--- src/design/multichannel_relay_cycle_timer_defines.svh ---
// Assertion helpers shared by the relay timer RTL.
`ifndef MULTICHANNEL_RELAY_CYCLE_TIMER_DEFINES_SVH
`define MULTICHANNEL_RELAY_CYCLE_TIMER_DEFINES_SVH

// Consequent must hold in the same cycle as the antecedent.
`define MRCT_ASSERT_SAME(label, clk, rst, ante, cons, msg) \
   label: assert property (@(posedge clk) disable iff (rst) (ante) |-> (cons)) \
      else $error(msg);

// Consequent must hold in the cycle after the antecedent.
`define MRCT_ASSERT_NEXT(label, clk, rst, ante, cons, msg) \
   label: assert property (@(posedge clk) disable iff (rst) (ante) |=> (cons)) \
      else $error(msg);

`endif

--- src/design/mrct_pkg.sv ---
`timescale 1ns / 1ps
package mrct_pkg;

   localparam int CHANNEL_COUNT = 4;
   localparam int REPORTED      = 4;
   localparam int MAX_MINUTES   = 20;
   localparam int MIN_W         = 5;
   localparam int TICK_W        = 16;
   localparam int SEL_W         = 3;
   localparam logic [TICK_W-1:0] TPM_RESET = 16'd60000;

   typedef enum logic [1:0] {
      MODE_TICK  = 2'd0,
      MODE_SET   = 2'd1,
      MODE_STOP  = 2'd2,
      MODE_START = 2'd3
   } mode_type;

   // Controls common to every channel for one accepted word
   typedef struct packed {
      logic              tick;
      logic              restart;
      logic              stop;
      logic [TICK_W-1:0] tpm;
      logic [MIN_W-1:0]  off_min;
      logic [MIN_W-1:0]  on_min;
      logic              start_on;
   } chan_ctl_type;

   // Status of the word that goes into the result
   typedef struct packed {
      logic err;
      logic frozen;
   } cmd_status_type;

endpackage

--- src/design/mrct_channel.sv ---
`timescale 1ns / 1ps
module mrct_channel (
   input  logic                       clock,
   input  logic                       reset,
   input  mrct_pkg::chan_ctl_type     ctl,
   input  logic                       set_sel,
   output logic                       relay_in,
   output logic [mrct_pkg::MIN_W-1:0] remaining_in
);
   import mrct_pkg::*;

   logic [MIN_W-1:0]  off_ff, off_in;
   logic [MIN_W-1:0]  on_ff, on_in;
   logic              relay_ff;
   logic [MIN_W-1:0]  min_ff, min_in;
   logic [TICK_W-1:0] sub_ff, sub_in;
   logic              relay_set;
   logic [MIN_W-1:0]  phase_len;
   logic [MIN_W-1:0]  next_len;
   logic              minute_done;

   // Take new settings, or drop the off time on stop
   always_comb begin
      off_in    = set_sel ? ctl.off_min : (ctl.stop ? '0 : off_ff);
      on_in     = set_sel ? ctl.on_min : on_ff;
      relay_set = set_sel ? ctl.start_on : relay_ff;
      phase_len = relay_set ? on_in : off_in;
   end

   assign minute_done = ({1'b0, sub_ff} + 17'd1) >= {1'b0, ctl.tpm};

   // Advance the countdown, toggle on expiry, reload on restart
   always_comb begin
      relay_in = relay_set;
      min_in   = min_ff;
      sub_in   = sub_ff;
      if (ctl.restart) begin
         min_in = phase_len;
         sub_in = '0;
      end else if (ctl.tick && phase_len != '0) begin
         if (min_ff == '0 && sub_ff == '0) begin
            relay_in = ~relay_set;
            min_in   = relay_set ? off_in : on_in;
            sub_in   = '0;
         end else if (minute_done) begin
            sub_in = '0;
            if (min_ff != '0) begin
               min_in = min_ff - MIN_W'(1);
            end
         end else begin
            sub_in = sub_ff + TICK_W'(1);
         end
      end
   end

   // Report minutes left in the phase after this word
   always_comb begin
      next_len = relay_in ? on_in : off_in;
      if (next_len == '0) begin
         remaining_in = '0;
      end else if (sub_in == '0) begin
         remaining_in = min_in + MIN_W'(1);
      end else begin
         remaining_in = min_in;
      end
   end

   // Hold channel state
   always_ff @(posedge clock) begin
      if (reset) begin
         off_ff   <= '0;
         on_ff    <= '0;
         relay_ff <= 1'b0;
         min_ff   <= '0;
         sub_ff   <= '0;
      end else begin
         off_ff   <= off_in;
         on_ff    <= on_in;
         relay_ff <= relay_in;
         min_ff   <= min_in;
         sub_ff   <= sub_in;
      end
   end

endmodule

--- src/design/mrct_decode.sv ---
`timescale 1ns / 1ps
module mrct_decode (
   input  logic                                clock,
   input  logic                                reset,
   input  logic                                accept,
   input  mrct_pkg::mode_type                  mode,
   input  logic [mrct_pkg::SEL_W-1:0]          valve_select,
   input  logic [mrct_pkg::MIN_W-1:0]          off_minutes_in,
   input  logic [mrct_pkg::MIN_W-1:0]          on_minutes_in,
   input  logic                                start_on,
   input  logic [mrct_pkg::TICK_W-1:0]         ticks_per_minute,
   output mrct_pkg::chan_ctl_type              ctl,
   output logic [mrct_pkg::CHANNEL_COUNT-1:0]  set_sel,
   output mrct_pkg::cmd_status_type            status,
   output logic                                frozen
);
   import mrct_pkg::*;

   logic frozen_ff, frozen_in;
   logic set_ok;
   logic is_tick, is_set, is_stop, is_start;

   assign set_ok = (32'(valve_select) < CHANNEL_COUNT)
                && (32'(off_minutes_in) <= MAX_MINUTES)
                && (32'(on_minutes_in) <= MAX_MINUTES);

   // Decode the command kind
   always_comb begin
      is_tick  = 1'b0;
      is_set   = 1'b0;
      is_stop  = 1'b0;
      is_start = 1'b0;
      unique case (mode)
         MODE_TICK:  is_tick  = 1'b1;
         MODE_SET:   is_set   = 1'b1;
         MODE_STOP:  is_stop  = 1'b1;
         MODE_START: is_start = 1'b1;
         default:    is_tick  = 1'b0;
      endcase
   end

   // Build channel controls
   always_comb begin
      ctl.tick     = accept && is_tick && !frozen_ff;
      ctl.restart  = accept && ((is_set && set_ok) || is_start);
      ctl.stop     = accept && is_stop;
      ctl.tpm      = (ticks_per_minute == '0) ? TICK_W'(1) : ticks_per_minute;
      ctl.off_min  = off_minutes_in;
      ctl.on_min   = on_minutes_in;
      ctl.start_on = start_on;
   end

   for (genvar i = 0; i < CHANNEL_COUNT; i++) begin : g_sel
      assign set_sel[i] = accept && is_set && set_ok && (32'(valve_select) == i);
   end

   // Freeze on stop, release on start
   always_comb begin
      frozen_in = frozen_ff;
      if (accept && is_stop) begin
         frozen_in = 1'b1;
      end else if (accept && is_start) begin
         frozen_in = 1'b0;
      end
   end

   assign status.err    = is_set && !set_ok;
   assign status.frozen = frozen_in;
   assign frozen        = frozen_ff;

   always_ff @(posedge clock) begin
      if (reset) begin
         frozen_ff <= 1'b0;
      end else begin
         frozen_ff <= frozen_in;
      end
   end

endmodule

--- src/design/multichannel_relay_cycle_timer.sv ---
`timescale 1ns / 1ps
// Four-channel cyclic relay timer. Every word on the req side is a command
// (tuser = mode: tick, set, stop, start) and yields exactly one rsp word with
// the relay bits, each channel's minutes left, an error flag and the stop
// flag. All channel counters update in parallel in one combinational pass from
// the channel registers into the result register, so while req_tready is high
// one word is taken every clock and its result appears in the cycle after. The
// result register is the only buffer; req_tready drops only while a result waits
// unread. Write ticks_per_minute via csr_wr_en/csr_wr_data only while idle; not enforced.
module multichannel_relay_cycle_timer (
   input  logic        clock,
   input  logic        reset,
   input  logic        req_tvalid,
   output logic        req_tready,
   // [2:0] valve_select, [7:3] off_minutes_in, [12:8] on_minutes_in,
   // [13] start_on, [15:14] zero
   input  logic [15:0] req_tdata,
   // [1:0] mode
   input  logic [1:0]  req_tuser,
   output logic        rsp_tvalid,
   input  logic        rsp_tready,
   // [3:0] relay_states, [8:4] remaining_ch0, [13:9] remaining_ch1,
   // [18:14] remaining_ch2, [23:19] remaining_ch3, [24] command_error,
   // [25] stopped, [31:26] zero
   output logic [31:0] rsp_tdata,
   input  logic        csr_wr_en,
   input  logic [15:0] csr_wr_data
);
   import mrct_pkg::*;
   `include "multichannel_relay_cycle_timer_defines.svh"

   logic [TICK_W-1:0]          tpm_ff;
   logic                       accept;
   chan_ctl_type               ctl;
   logic [CHANNEL_COUNT-1:0]   set_sel;
   cmd_status_type             status;
   logic                       frozen;
   logic [CHANNEL_COUNT-1:0]   relay_in;
   logic [MIN_W-1:0]           remaining_in [CHANNEL_COUNT];
   logic [REPORTED-1:0]        relay_rep;
   logic [REPORTED*MIN_W-1:0]  remaining_rep;
   logic                       rsp_valid_ff;
   logic [31:0]                rsp_data_ff, rsp_data_in;

   // Hold the minute length register
   always_ff @(posedge clock) begin
      if (reset) begin
         tpm_ff <= TPM_RESET;
      end else if (csr_wr_en) begin
         tpm_ff <= csr_wr_data;
      end
   end

   assign req_tready = !rsp_valid_ff || rsp_tready;
   assign accept     = req_tvalid && req_tready;

   mrct_decode u_decode (
      .clock            (clock),
      .reset            (reset),
      .accept           (accept),
      .mode             (mode_type'(req_tuser)),
      .valve_select     (req_tdata[2:0]),
      .off_minutes_in   (req_tdata[7:3]),
      .on_minutes_in    (req_tdata[12:8]),
      .start_on         (req_tdata[13]),
      .ticks_per_minute (tpm_ff),
      .ctl              (ctl),
      .set_sel          (set_sel),
      .status           (status),
      .frozen           (frozen)
   );

   for (genvar i = 0; i < CHANNEL_COUNT; i++) begin : g_chan
      mrct_channel u_channel (
         .clock        (clock),
         .reset        (reset),
         .ctl          (ctl),
         .set_sel      (set_sel[i]),
         .relay_in     (relay_in[i]),
         .remaining_in (remaining_in[i])
      );
   end

   // Gather the reported channels; missing ones read as zero
   for (genvar r = 0; r < REPORTED; r++) begin : g_rep
      if (r < CHANNEL_COUNT) begin : g_have
         assign relay_rep[r] = relay_in[r];
         assign remaining_rep[r*MIN_W +: MIN_W] = remaining_in[r];
      end else begin : g_none
         assign relay_rep[r] = 1'b0;
         assign remaining_rep[r*MIN_W +: MIN_W] = '0;
      end
   end

   assign rsp_data_in = {6'd0, status.frozen, status.err, remaining_rep, relay_rep};

   // Load the result register on accept, drop valid once taken
   always_ff @(posedge clock) begin
      if (reset) begin
         rsp_valid_ff <= 1'b0;
      end else if (accept) begin
         rsp_valid_ff <= 1'b1;
      end else if (rsp_tready) begin
         rsp_valid_ff <= 1'b0;
      end
   end

   always_ff @(posedge clock) begin
      if (accept) begin
         rsp_data_ff <= rsp_data_in;
      end
   end

   assign rsp_tvalid = rsp_valid_ff;
   assign rsp_tdata  = rsp_data_ff;

   `MRCT_ASSERT_NEXT(a_accept_gives_result, clock, reset, accept, rsp_valid_ff,
      "accepted word produced no result")
   `MRCT_ASSERT_NEXT(a_frozen_tick_holds, clock, reset,
      accept && req_tuser == MODE_TICK && frozen, rsp_data_ff[25],
      "tick while frozen released the freeze")
   `MRCT_ASSERT_NEXT(a_stop_reports_stopped, clock, reset,
      accept && req_tuser == MODE_STOP, rsp_data_ff[25],
      "stop word did not report stopped")
   `MRCT_ASSERT_SAME(a_error_only_on_set, clock, reset, accept && status.err,
      req_tuser == MODE_SET, "error flagged on a non-set word")

endmodule
--- config.mk ---
export PLATFORM = sky130hd
export DESIGN_NAME = multichannel_relay_cycle_timer
export DESIGN_NICKNAME = d
export VERILOG_FILES = /design/src/design/mrct_pkg.sv /design/src/design/mrct_channel.sv /design/src/design/mrct_decode.sv /design/src/design/multichannel_relay_cycle_timer.sv
export VERILOG_INCLUDE_DIRS = /design/src /design/src/design
export SDC_FILE = /design/constraint.sdc
export NUM_CORES = 1
export LEC_CHECK = 0
export BUFFER_PORTS_ARGS = -buffer_cell sky130_fd_sc_hd__buf_2
export CAP_MARGIN = 25
export CORE_UTILIZATION = 50
export CTS_BUF_LIST = sky130_fd_sc_hd__clkbuf_16
export DETAILED_ROUTE_END_ITERATION = 7
export GPL_TIMING_DRIVEN = 0
export PLACE_DENSITY = 0.67
export SLEW_MARGIN = 20
export SYNTH_ARGS = -nofsm -noshare
export SYNTH_HDL_FRONTEND = slang
export SYNTH_SLANG_ARGS = --single-unit
--- constraint.sdc ---
create_clock -name clock -period 7.1 [get_ports clock]
set_input_delay 0.355 -clock clock [delete_from_list [all_inputs] [get_ports clock]]
set_output_delay 0.355 -clock clock [all_outputs]
set_load 0.05 [all_outputs]
Word-level counts from Yosys, hierarchy flattened
Index checks and enable logic that the tools add are counted.

storage, ports and cells
  input port bits = 39
  output and inout port bits = 34
  register bits = 172

cells by class
  equal/unequal tests = 6
  bitwise gates (word level) = 4
  mux-type cells = 89
  reduce and logical (&&, ||, !) cells = 57
  magnitude comparators = 7
  $add $sub $neg = 16

operators by type and width
  cell                                                    count
  2-to-1 mux 16 bit                                       17
  2-to-1 mux 5 bit                                        48
  logical NOT 16 bit                                      9
  adder 16 x 1 -> 17 bit (second input constant)          4
  greater-or-equal comparator 17 x 16 -> 1 bit            4
  adder 16 x 1 -> 16 bit (second input constant)          4
  logical NOT 5 bit                                       8
  nonzero test 5 bit                                      8
  logical AND 1 bit                                       24
  2-to-1 mux 1 bit                                        24
  adder 5 x 1 -> 5 bit (second input constant)            4
  subtractor 5 x 1 -> 5 bit (second input constant)       4
  less-or-equal comparator 5 bit (second input constant)  2
  equality test 3 x 2 -> 1 bit (second input constant)    2
  equality test 2 bit (second input constant)             2
  NOT 1 bit                                               4
  equality test 3 x 1 -> 1 bit (second input constant)    1
  logical NOT 1 bit                                       3
  logical NOT 3 bit                                       1
  < comparator 3 bit (second input constant)              1
  equality test 2 x 1 -> 1 bit (second input constant)    1
  logical NOT 2 bit                                       1
  logical OR 1 bit                                        2
  nonzero test 2 bit                                      1

Depth between registers and ports, before layout
Gate-level depths: netlist of run 1.

  depth in word-level cells = 14
  mapped depth = 22
  gate-level depth less buffers = 20

Cells and area by module
From an unflattened synthesis of run 1, not the netlist that was laid out.

second synthesis, totals
  cell total of the unflattened synthesis = 1631
  area total of the unflattened synthesis = 13601.8 um^2

by module, submodules not included
  module                          sequential area each (um^2)  area each (um^2)  times used  cells an instance
  mrct_channel                    640.6                        2949.1            4           372
  multichannel_relay_cycle_timer  1121.1                       1472.7            1           90
  mrct_decode                     20.0                         332.8             1           53

Worst setup path after synthesis of run 1
OpenSTA, ideal clock, no wires.

  path kind = reg2reg
  start = reg g_chan[3].u_channel.sub_ff[0]
  end = reg rsp_data_ff[22], in the netlist rsp_tdata[22] (data pin)
  path buffers = 2
  cell stages (with the launch flop) = 17
  setup time = 0.149 ns
  setup slack = 2.665 ns
  arrival = 4.286 ns
  cells stage by stage = dfxtp_1 ha_1 nand3_1 nor2_1 nand3_1 xnor2_1 ha_1 nand4_1 nor4_1 a211oi_1 and3_1 clkbuf_1 a32o_1 or4_1 clkbuf_2 or4_1 a21oi_1

between the ends
  word-level cells in the longest chain between the ends = 8
  elaborated cells on any way between the ends = 21
  classes of those cells = 3 x add/sub; 1 x order compare; 13 x mux; 4 x reduce/logical

RTL lines
  element                                                            RTL line                                RTL
  start, declared                                                    mrct_channel.sv:16                      logic [TICK_W-1:0] sub_ff, sub_in;
  start signal, assigned                                             mrct_channel.sv:81                      sub_ff <= sub_in;
  adder 16 x 1 -> 17 bit                                             mrct_channel.sv:30                      assign minute_done = ({1'b0, sub_ff} + 17'd1) >= {1'b0, ctl.tpm};
  greater-or-equal comparator 17 x 16 -> 1 bit                       mrct_channel.sv:30
  2-to-1 mux 5 bit / 2-to-1 mux 16 bit (equally long branches)       mrct_channel.sv:45                      end else if (minute_done) begin
  2-to-1 mux 5 bit / 2-to-1 mux 16 bit (equally long branches)       mrct_channel.sv:41                      if (min_ff == '0 && sub_ff == '0) begin
  2-to-1 mux 5 bit / 2-to-1 mux 16 bit (equally long branches)       mrct_channel.sv:40                      end else if (ctl.tick && phase_len != '0) begin
  2-to-1 mux 5 bit / 2-to-1 mux 16 bit (equally long branches)       mrct_channel.sv:37                      if (ctl.restart) begin
  adder 5 x 1 -> 5 bit / logical NOT 16 bit (equally long branches)  mrct_channel.sv:62, mrct_channel.sv:61
  2-to-1 mux 5 bit                                                   mrct_channel.sv:61                      end else if (sub_in == '0) begin
  end signal, assigned                                               multichannel_relay_cycle_timer.sv:110   rsp_data_ff <= rsp_data_in;
  end, declared                                                      multichannel_relay_cycle_timer.sv:43    logic [31:0] rsp_data_ff, rsp_data_in;

Parallel ways exist; a longest one is shown, timed or not.
A chain may end at the register's enable or synchronous reset.

Worst setup path after layout of run 1
  start = reg g_chan[1].u_channel.sub_ff[3]
  end = reg rsp_data_ff[13], in the netlist rsp_tdata[13] (data pin)

between the ends
  word-level cells in the longest chain between the ends = 8
  elaborated cells on any way between the ends = 21
  classes of those cells = 3 x add/sub; 1 x order compare; 13 x mux; 4 x reduce/logical

RTL lines
  element                                       RTL line            RTL
  start, declared                               mrct_channel.sv:16
  start signal, assigned                        mrct_channel.sv:81
  adder 16 x 1 -> 17 bit                        mrct_channel.sv:30
  greater-or-equal comparator 17 x 16 -> 1 bit  mrct_channel.sv:30
  2-to-1 mux 5 bit                              mrct_channel.sv:45
  2-to-1 mux 5 bit (*)                          mrct_channel.sv:41
  2-to-1 mux 5 bit (*)                          mrct_channel.sv:40
  2-to-1 mux 5 bit (*)                          mrct_channel.sv:37
  named net g_chan[1].u_channel.min_in[1]       mrct_channel.sv:15  logic [MIN_W-1:0] min_ff, min_in;
  adder 5 x 1 -> 5 bit (*)                      mrct_channel.sv:62  remaining_in = min_in + MIN_W'(1);
  2-to-1 mux 5 bit (*)                          mrct_channel.sv:61

Mark *: on every way through the listed nets, which the timed path passes. The rest lies on a longest branch.

==> out/results.tsv, run 1 <==
metric	value	unit
post-route-drc-count	0	
path_buf_inv	1	
worstMarginPinSlew	0.996	ns
netlist_area	12800	um2
hold_start	csr_wr_data[9]	
switching_share	0.300	
arrival	6.04	ns
syn_area_per_cell	7.58	um2
gr-usage-all-layers	0.322	
p_comb_frac	0.120	
cpPeakStageDelay	0.56	ns
routed_wl	42.4	mm
initial_utilization	0.509	
power_density	159	nW/um2
period_share	0.825	
cts_root_buf	clkbuf_16	
power	2.25	mW
drv_slew	0	
p_int	1.58	mW
wire_per_inst	20.0	um
pin_count	73	
port_buffers	53	
clk_pin_slew	0.08	ns
cts.sinks	172	
drtPass1Iterations	6	
cp-end-kind	flop	
finClkSkew	0.0139	ns
clk_latency	0.44	ns
clockBufferDepth	2	
die_w	162	um
yosys.area.top_type	dfxtp_1	
routed_via_density	6.21	
grt_pass1_vias	12200	
crit_required	7.28	ns
total_leakage_power	5.74	nW
slew_headroom	0.328	
final.setup.tns	0	ns
yosysWarningCount	0	
routabilityCongestion	0.979	
placed_area	13500	um2
clock_power_share	0.431	
coreArea	25200	um2
synth-edff-count	26	
post_cts_resized	0	
seqPwrFrac	0.449	
synth_seq_area_share	0.289	
rsz0062_at_grt	no	
ys.flop_type	dfxtp_1	
antenna_found_initial	2	
crit_chain	clkbuf_1, nand4_1, nor2_1, nand3_1, nor2_1, xor2_1, ha_1, nand4_1, nor4_1, a211oi_1, a31oi_1, nand3_1, o311ai_0, a311oi_1, ha_1, and4bb_1, mux2_2	
die_area	26300	um2
worstRegToRegCells	17	
whs_path_depth	3	
critPathSlowestCell	nor2_1	
layout_commonest_cell	nand2_1	
cts_setup_buffers	0	
path_delay_family	simple AND/OR/NAND/NOR gates	
setup_viol_count_final	0	
r2r_start	g_chan[1].u_channel.sub_ff[3]	
place_hpwl	32.3	mm
n_fill_cell	2440	
max_freq	171	MHz
reg2reg_to	rsp_tdata[13]	
fin_area	14100	um2
hold_end	tpm_ff[9]	
hold_class	in -> reg	
num_vias	13100	
hold_viol_final	0	
overflow	0	
ant_nets	0	
nets	1889	
htree_levels	4	
power.switching	0.675	mW
cp-start-kind	flop	
antenna_cells	0	
cts_buffers	17	
die_h	162	um
path_max_fanout	10	
synthDistinctLibCells	92	
area_growth	10.4	%
holdBufCountCts	0	
mostFrequentLayoutCells	nand2_1 (192), nor2_1 (177), dfxtp_1 (146), a21oi_1 (145), clkbuf_1 (92)	
post-route-min-period	5.86	ns
r2r_slack	1.24	ns
cts_tree	built	
grt_max_degree	19	
max_cap_violations	0	
synth_area_leaders	dfxtp_1 (23%), ha_1 (7.8%), edfxtp_1 (6.1%), a21oi_1 (5.7%), nand2_1 (5.6%)	
synthArstFlopShare	0	
synth_seq_cells	172	
synth_top_cell_area_share	0.228	
drt-initial-drc-count	1331	
synth_cells	1690	
status	finished, final reports clean	
rows	58	
drive_above_1_share	0.0813	
vdd_ir_drop_max	0.000131	V
path_class	reg -> reg	
grt_pass1_wl	65.8	mm
## power groups by stage
stage / Combinational, mW / Clock, mW / Sequential [mW]
floorplan: 0.149 / 0 / 1.06
global placement: 0.260 / 0 / 1.03
detailed placement: 0.265 / 0 / 1.03
CTS: 0.266 / 0.986 / 1.01
global route: 0.292 / 1.02 / 1.01
finish: 0.271 / 0.971 / 1.01
## metrics by stage
stage                     utilization  worst slack [ns]  cells  hold WS (ns)
after detailed placement        0.538              1.44   2080         0.459
after global routing            0.562             0.830   2113         0.129
after floorplan                     -              2.67   1695         0.440
after global placement          0.536              1.53   2078         0.460
final                           0.562              1.24   2113         0.133
after CTS                       0.561              1.40   2112         0.128
## state kept, by name, summed over array words and instances, names as in the netlist
signal	flops
g_chan.u_channel.sub_ff	64
rsp_tdata	26
g_chan.u_channel.min_ff	20
g_chan.u_channel.off_ff	20
g_chan.u_channel.on_ff	20
tpm_ff	16
g_chan.u_channel.relay_ff	4
rsp_tvalid	1
u_decode.frozen	1
## area by class of cell
class / instances / area [um2] / share of cell area
clock inverter: 15 / 169 / 0.0119
sequential: 172 / 3700 / 0.262
multi-input combinational: 1345 / 8420 / 0.595
clock buffer: 17 / 425 / 0.0301
buffer: 116 / 485 / 0.0343
tap: 330 / 413 / 0.0292
timing repair buffer: 56 / 293 / 0.0207
inverter: 62 / 233 / 0.0165
## worst max path at each step
stage	start	to	slack (ns)	depth (start not counted)
3_5_place_dp	g_chan[1].u_channel.sub_ff[3]	rsp_tdata[13]	1.44	17
2_1_floorplan	g_chan[3].u_channel.sub_ff[0]	rsp_tdata[22]	2.67	16
4_1_cts	g_chan[1].u_channel.sub_ff[3]	rsp_tdata[13]	1.40	17
5_1_grt	g_chan[1].u_channel.sub_ff[3]	rsp_tdata[13]	0.83	17
6_report	g_chan[1].u_channel.sub_ff[3]	rsp_tdata[13]	1.24	17
3_3_place_gp	g_chan[1].u_channel.sub_ff[3]	rsp_tdata[13]	1.53	17
## tightest hold or removal path, delay by kind of cell
kind / cells / cell delay [ns]
AOI/OAI and AO/OA: 1 / 0.06
buffers and inverters: 1 / 0.07
and+or+nand+nor: 1 / 0.04
## cells by family after synthesis
logic type / after synthesis / share of synthesized area
AO/OA/AOI/OAI: 401 / 0.201
XOR/XNOR: 63 / 0.0431
multiplexers: 57 / 0.0456
other: 1 / 0.000293
buffers and inverters: 178 / 0.0561
flip-flops: 172 / 0.289
AND/OR/NAND/NOR: 738 / 0.286
adder cells (fa/ha/maj): 80 / 0.0781
## per-layer routing
metal	track usage	share of wire	vias up	wire length, um
met5	0	0.00024	-	10
met4	0.128	0.033	2	1380
met3	0.0564	0.071	102	2990
met2	0.524	0.46	533	19500
met1	0.421	0.44	6147	18500
li1	-	-	6334	-
## synthesized netlist by cell type, types with 8 or more instances
cell type	number
nand2_1	192
a311oi_1	10
mux2i_1	49
or3_1	11
clkbuf_1	92
and4_1	11
a31oi_1	11
edfxtp_1	26
nand3_1	75
a22oi_1	12
a21oi_1	145
or4_1	19
or2_2	8
nor2b_1	19
o211ai_1	22
and2_1	28
o21a_1	11
dfxtp_1	146
nand3b_1	9
nand4_1	33
xnor2_1	35
o31ai_1	9
xor2_1	28
nor2_1	177
nor4b_1	10
and3_1	22
inv_1	61
nand2b_1	9
nor3_1	58
nor4_1	38
a211oi_1	14
ha_1	80
a21o_1	9
o21ai_0	75
Note: power is estimated with default switching activity, not from simulation.
==> run 2, diff against run 1 <==
==> constraint.sdc (replaced) <==
create_clock -name clock -period 5.6 [get_ports clock]
set_input_delay 0.28 -clock clock [delete_from_list [all_inputs] [get_ports clock]]
set_output_delay 0.28 -clock clock [all_outputs]
set_load 0.05 [all_outputs]
==> run 2 against run 1 <==
  * Combinational power grew 28%
  * Cell area grew 0.50%
  * Sequential cell count is the same
  * Global-route usage is the same
  * Core utilization grew 0.28 points
  * First-iteration DRC count shrank 5.0%
==> out/results.tsv, run 2 (synthesized netlist as in run 1, its figures left out) <==
metric	value	unit
drt-initial-drc-count	1265	
drv_slew	0	
clk_pin_slew	0.08	ns
pin_count	73	
grt_pass1_wl	65.8	mm
cp.depth	18	
antenna_cells	0	
r2r_slack	0.23	ns
post-route-min-period	5.37	ns
worstMarginPinSlew	0.952	ns
routed_wl	42.4	mm
die_area	26300	um2
path_buf_inv	2	
critPathSlowestCell	a211oi_1	
switching_share	0.299	
drtPass1Iterations	8	
die_h	162	um
worstRegToRegCells	18	
hold_class	in -> reg	
slew_headroom	0.347	
seqPwrFrac	0.449	
overflow	0	
hold_ws	0.0647	ns
timing.final.ws_setup	0.226	ns
cts.sinks	172	
ant_nets	0	
rsz0062_at_grt	yes	
p_comb_frac	0.121	
gr-usage-all-layers	0.322	
finClkSkew	0.0135	ns
cp-start-kind	flop	
arrival	5.56	ns
die_w	162	um
status	finished, final reports clean	
grt_pass1_vias	12200	
total_leakage_power	5.77	nW
largest_register	g_chan.u_channel.sub_ff	
cp-end-kind	flop	
vdd_ir_drop_max	0.000166	V
critical_path.startpoint	g_chan[1].u_channel.sub_ff[1]	
path_delay_family	simple AND/OR/NAND/NOR gates	
clock_power_share	0.430	
pre_cts_ws	-0.0553	ns
area_growth	10.9	%
power	2.86	mW
cts_buffers	17	
fin_util	0.564	
power.switching	0.856	mW
setup_viol_count_final	0	
htree_levels	4	
drive_above_1_share	0.0896	
coreArea	25200	um2
grt_max_degree	19	
initial_utilization	0.509	
p_int	2.00	mW
period_share	0.960	
cpPeakStageDelay	0.55	ns
n_fill_cell	2433	
max_cap_violations	0	
path_max_fanout	10	
routabilityCongestion	0.979	
holdBufCountCts	0	
reg2reg_to	rsp_tdata[13]	
nets	1892	
antenna_found_initial	2	
crit_required	5.78	ns
power_density	201	nW/um2
num_vias	13100	
post-route-drc-count	0	
max_freq	186	MHz
clk_latency	0.44	ns
final.setup.tns	0	ns
cts_root_buf	clkbuf_16	
place_hpwl	32.3	mm
cts_tree	built	
port_buffers	53	
mostFrequentLayoutCells	nand2_1 (192), nor2_1 (173), dfxtp_1 (146), a21oi_1 (144), clkbuf_1 (90)	
path_class	reg -> reg	
r2r_start	g_chan[1].u_channel.sub_ff[1]	
largest_reg_flops	64	
hold_viol_final	0	
wire_per_inst	20.0	um
layout_commonest_cell	nand2_1	
endpoint	rsp_tdata[13]	
clockBufferDepth	2	
rows	58	
crit_chain	ha_1, inv_1, nor2_2, nand3_1, nor2_1, xor2_1, ha_1, nand4_1, nor4_1, a211oi_1, nand4_1, clkbuf_1, o31ai_1, a221oi_1, and4_1, o211a_2, and4bb_1, mux2_2	
routed_via_density	6.20	
==> run 2: changes by cell type in the layout (fill, tap and decap cells not counted), sizes merged <==
cell    change
clkbuf      -1
buf         +4
==> run 2: how the worst min path moves through the flow <==
stage | from | to | slack [ns] | cells after the start
floorplan | csr_wr_data[15] | tpm_ff[15] | 0.41 | 2
global placement | g_chan[0].u_channel.sub_ff[14] | g_chan[0].u_channel.sub_ff[14] | 0.46 | 2
detailed placement | g_chan[1].u_channel.sub_ff[15] | g_chan[1].u_channel.sub_ff[15] | 0.46 | 2
CTS | csr_wr_data[9] | tpm_ff[9] | 0.05 | 3
global route | csr_wr_data[9] | tpm_ff[9] | 0.05 | 3
finish | csr_wr_data[9] | tpm_ff[9] | 0.06 | 3
==> run 2: area by class of cell <==
type | instances | area (um2) | share of cell area
timing repair buffer | 60 | 323 | 0.0227
clock inverter | 15 | 169 | 0.0119
tap | 330 | 413 | 0.0291
buffer | 115 | 483 | 0.0340
multi-input combinational | 1345 | 8460 | 0.595
inverter | 62 | 233 | 0.0164
clock buffer | 17 | 425 | 0.0299
sequential | 172 | 3700 | 0.261
==> run 2: worst register-to-register path, delay by kind of cell (launching register included) <==
family,cells,cell delay [ns]
buf+inv,2,0.42
flops,1,0.51
mux,1,0.29
xor+xnor,1,0.23
compound gates,4,1.27
fa+ha+maj,2,0.63
simple gates,8,1.79
==> run 2: what timing repair did <==
item	4_1_cts	5_1_grt
pin swaps	0	1
resized for setup	1	11
endpoints found under the setup margin	2	16
buffers inserted	0	4
==> run 2: power by group through the flow <==
stage	combinational, mW	clock (mW)	sequential [mW]
2_1_floorplan	0.189	0	1.34
3_3_place_gp	0.330	0	1.31
3_5_place_dp	0.337	0	1.31
4_1_cts	0.338	1.25	1.28
5_1_grt	0.372	1.29	1.28
6_report	0.346	1.23	1.28
==> run 2: stage by stage <==
step | std cells | instance area (um2)
6_report | 2116 | 14200
3_3_place_gp | 2078 | 13500
5_1_grt | 2116 | 14200
4_1_cts | 2112 | 14100
3_5_place_dp | 2080 | 13500
2_1_floorplan | 1695 | 12800
==> run 2: metal layers <==
metal / up-vias / share of wire / GRT usage
met5: - / 0.00024 / 0
met4: 2 / 0.032 / 0.128
met3: 105 / 0.072 / 0.0564
met2: 522 / 0.46 / 0.524
met1: 6151 / 0.43 / 0.421
li1: 6330 / - / -
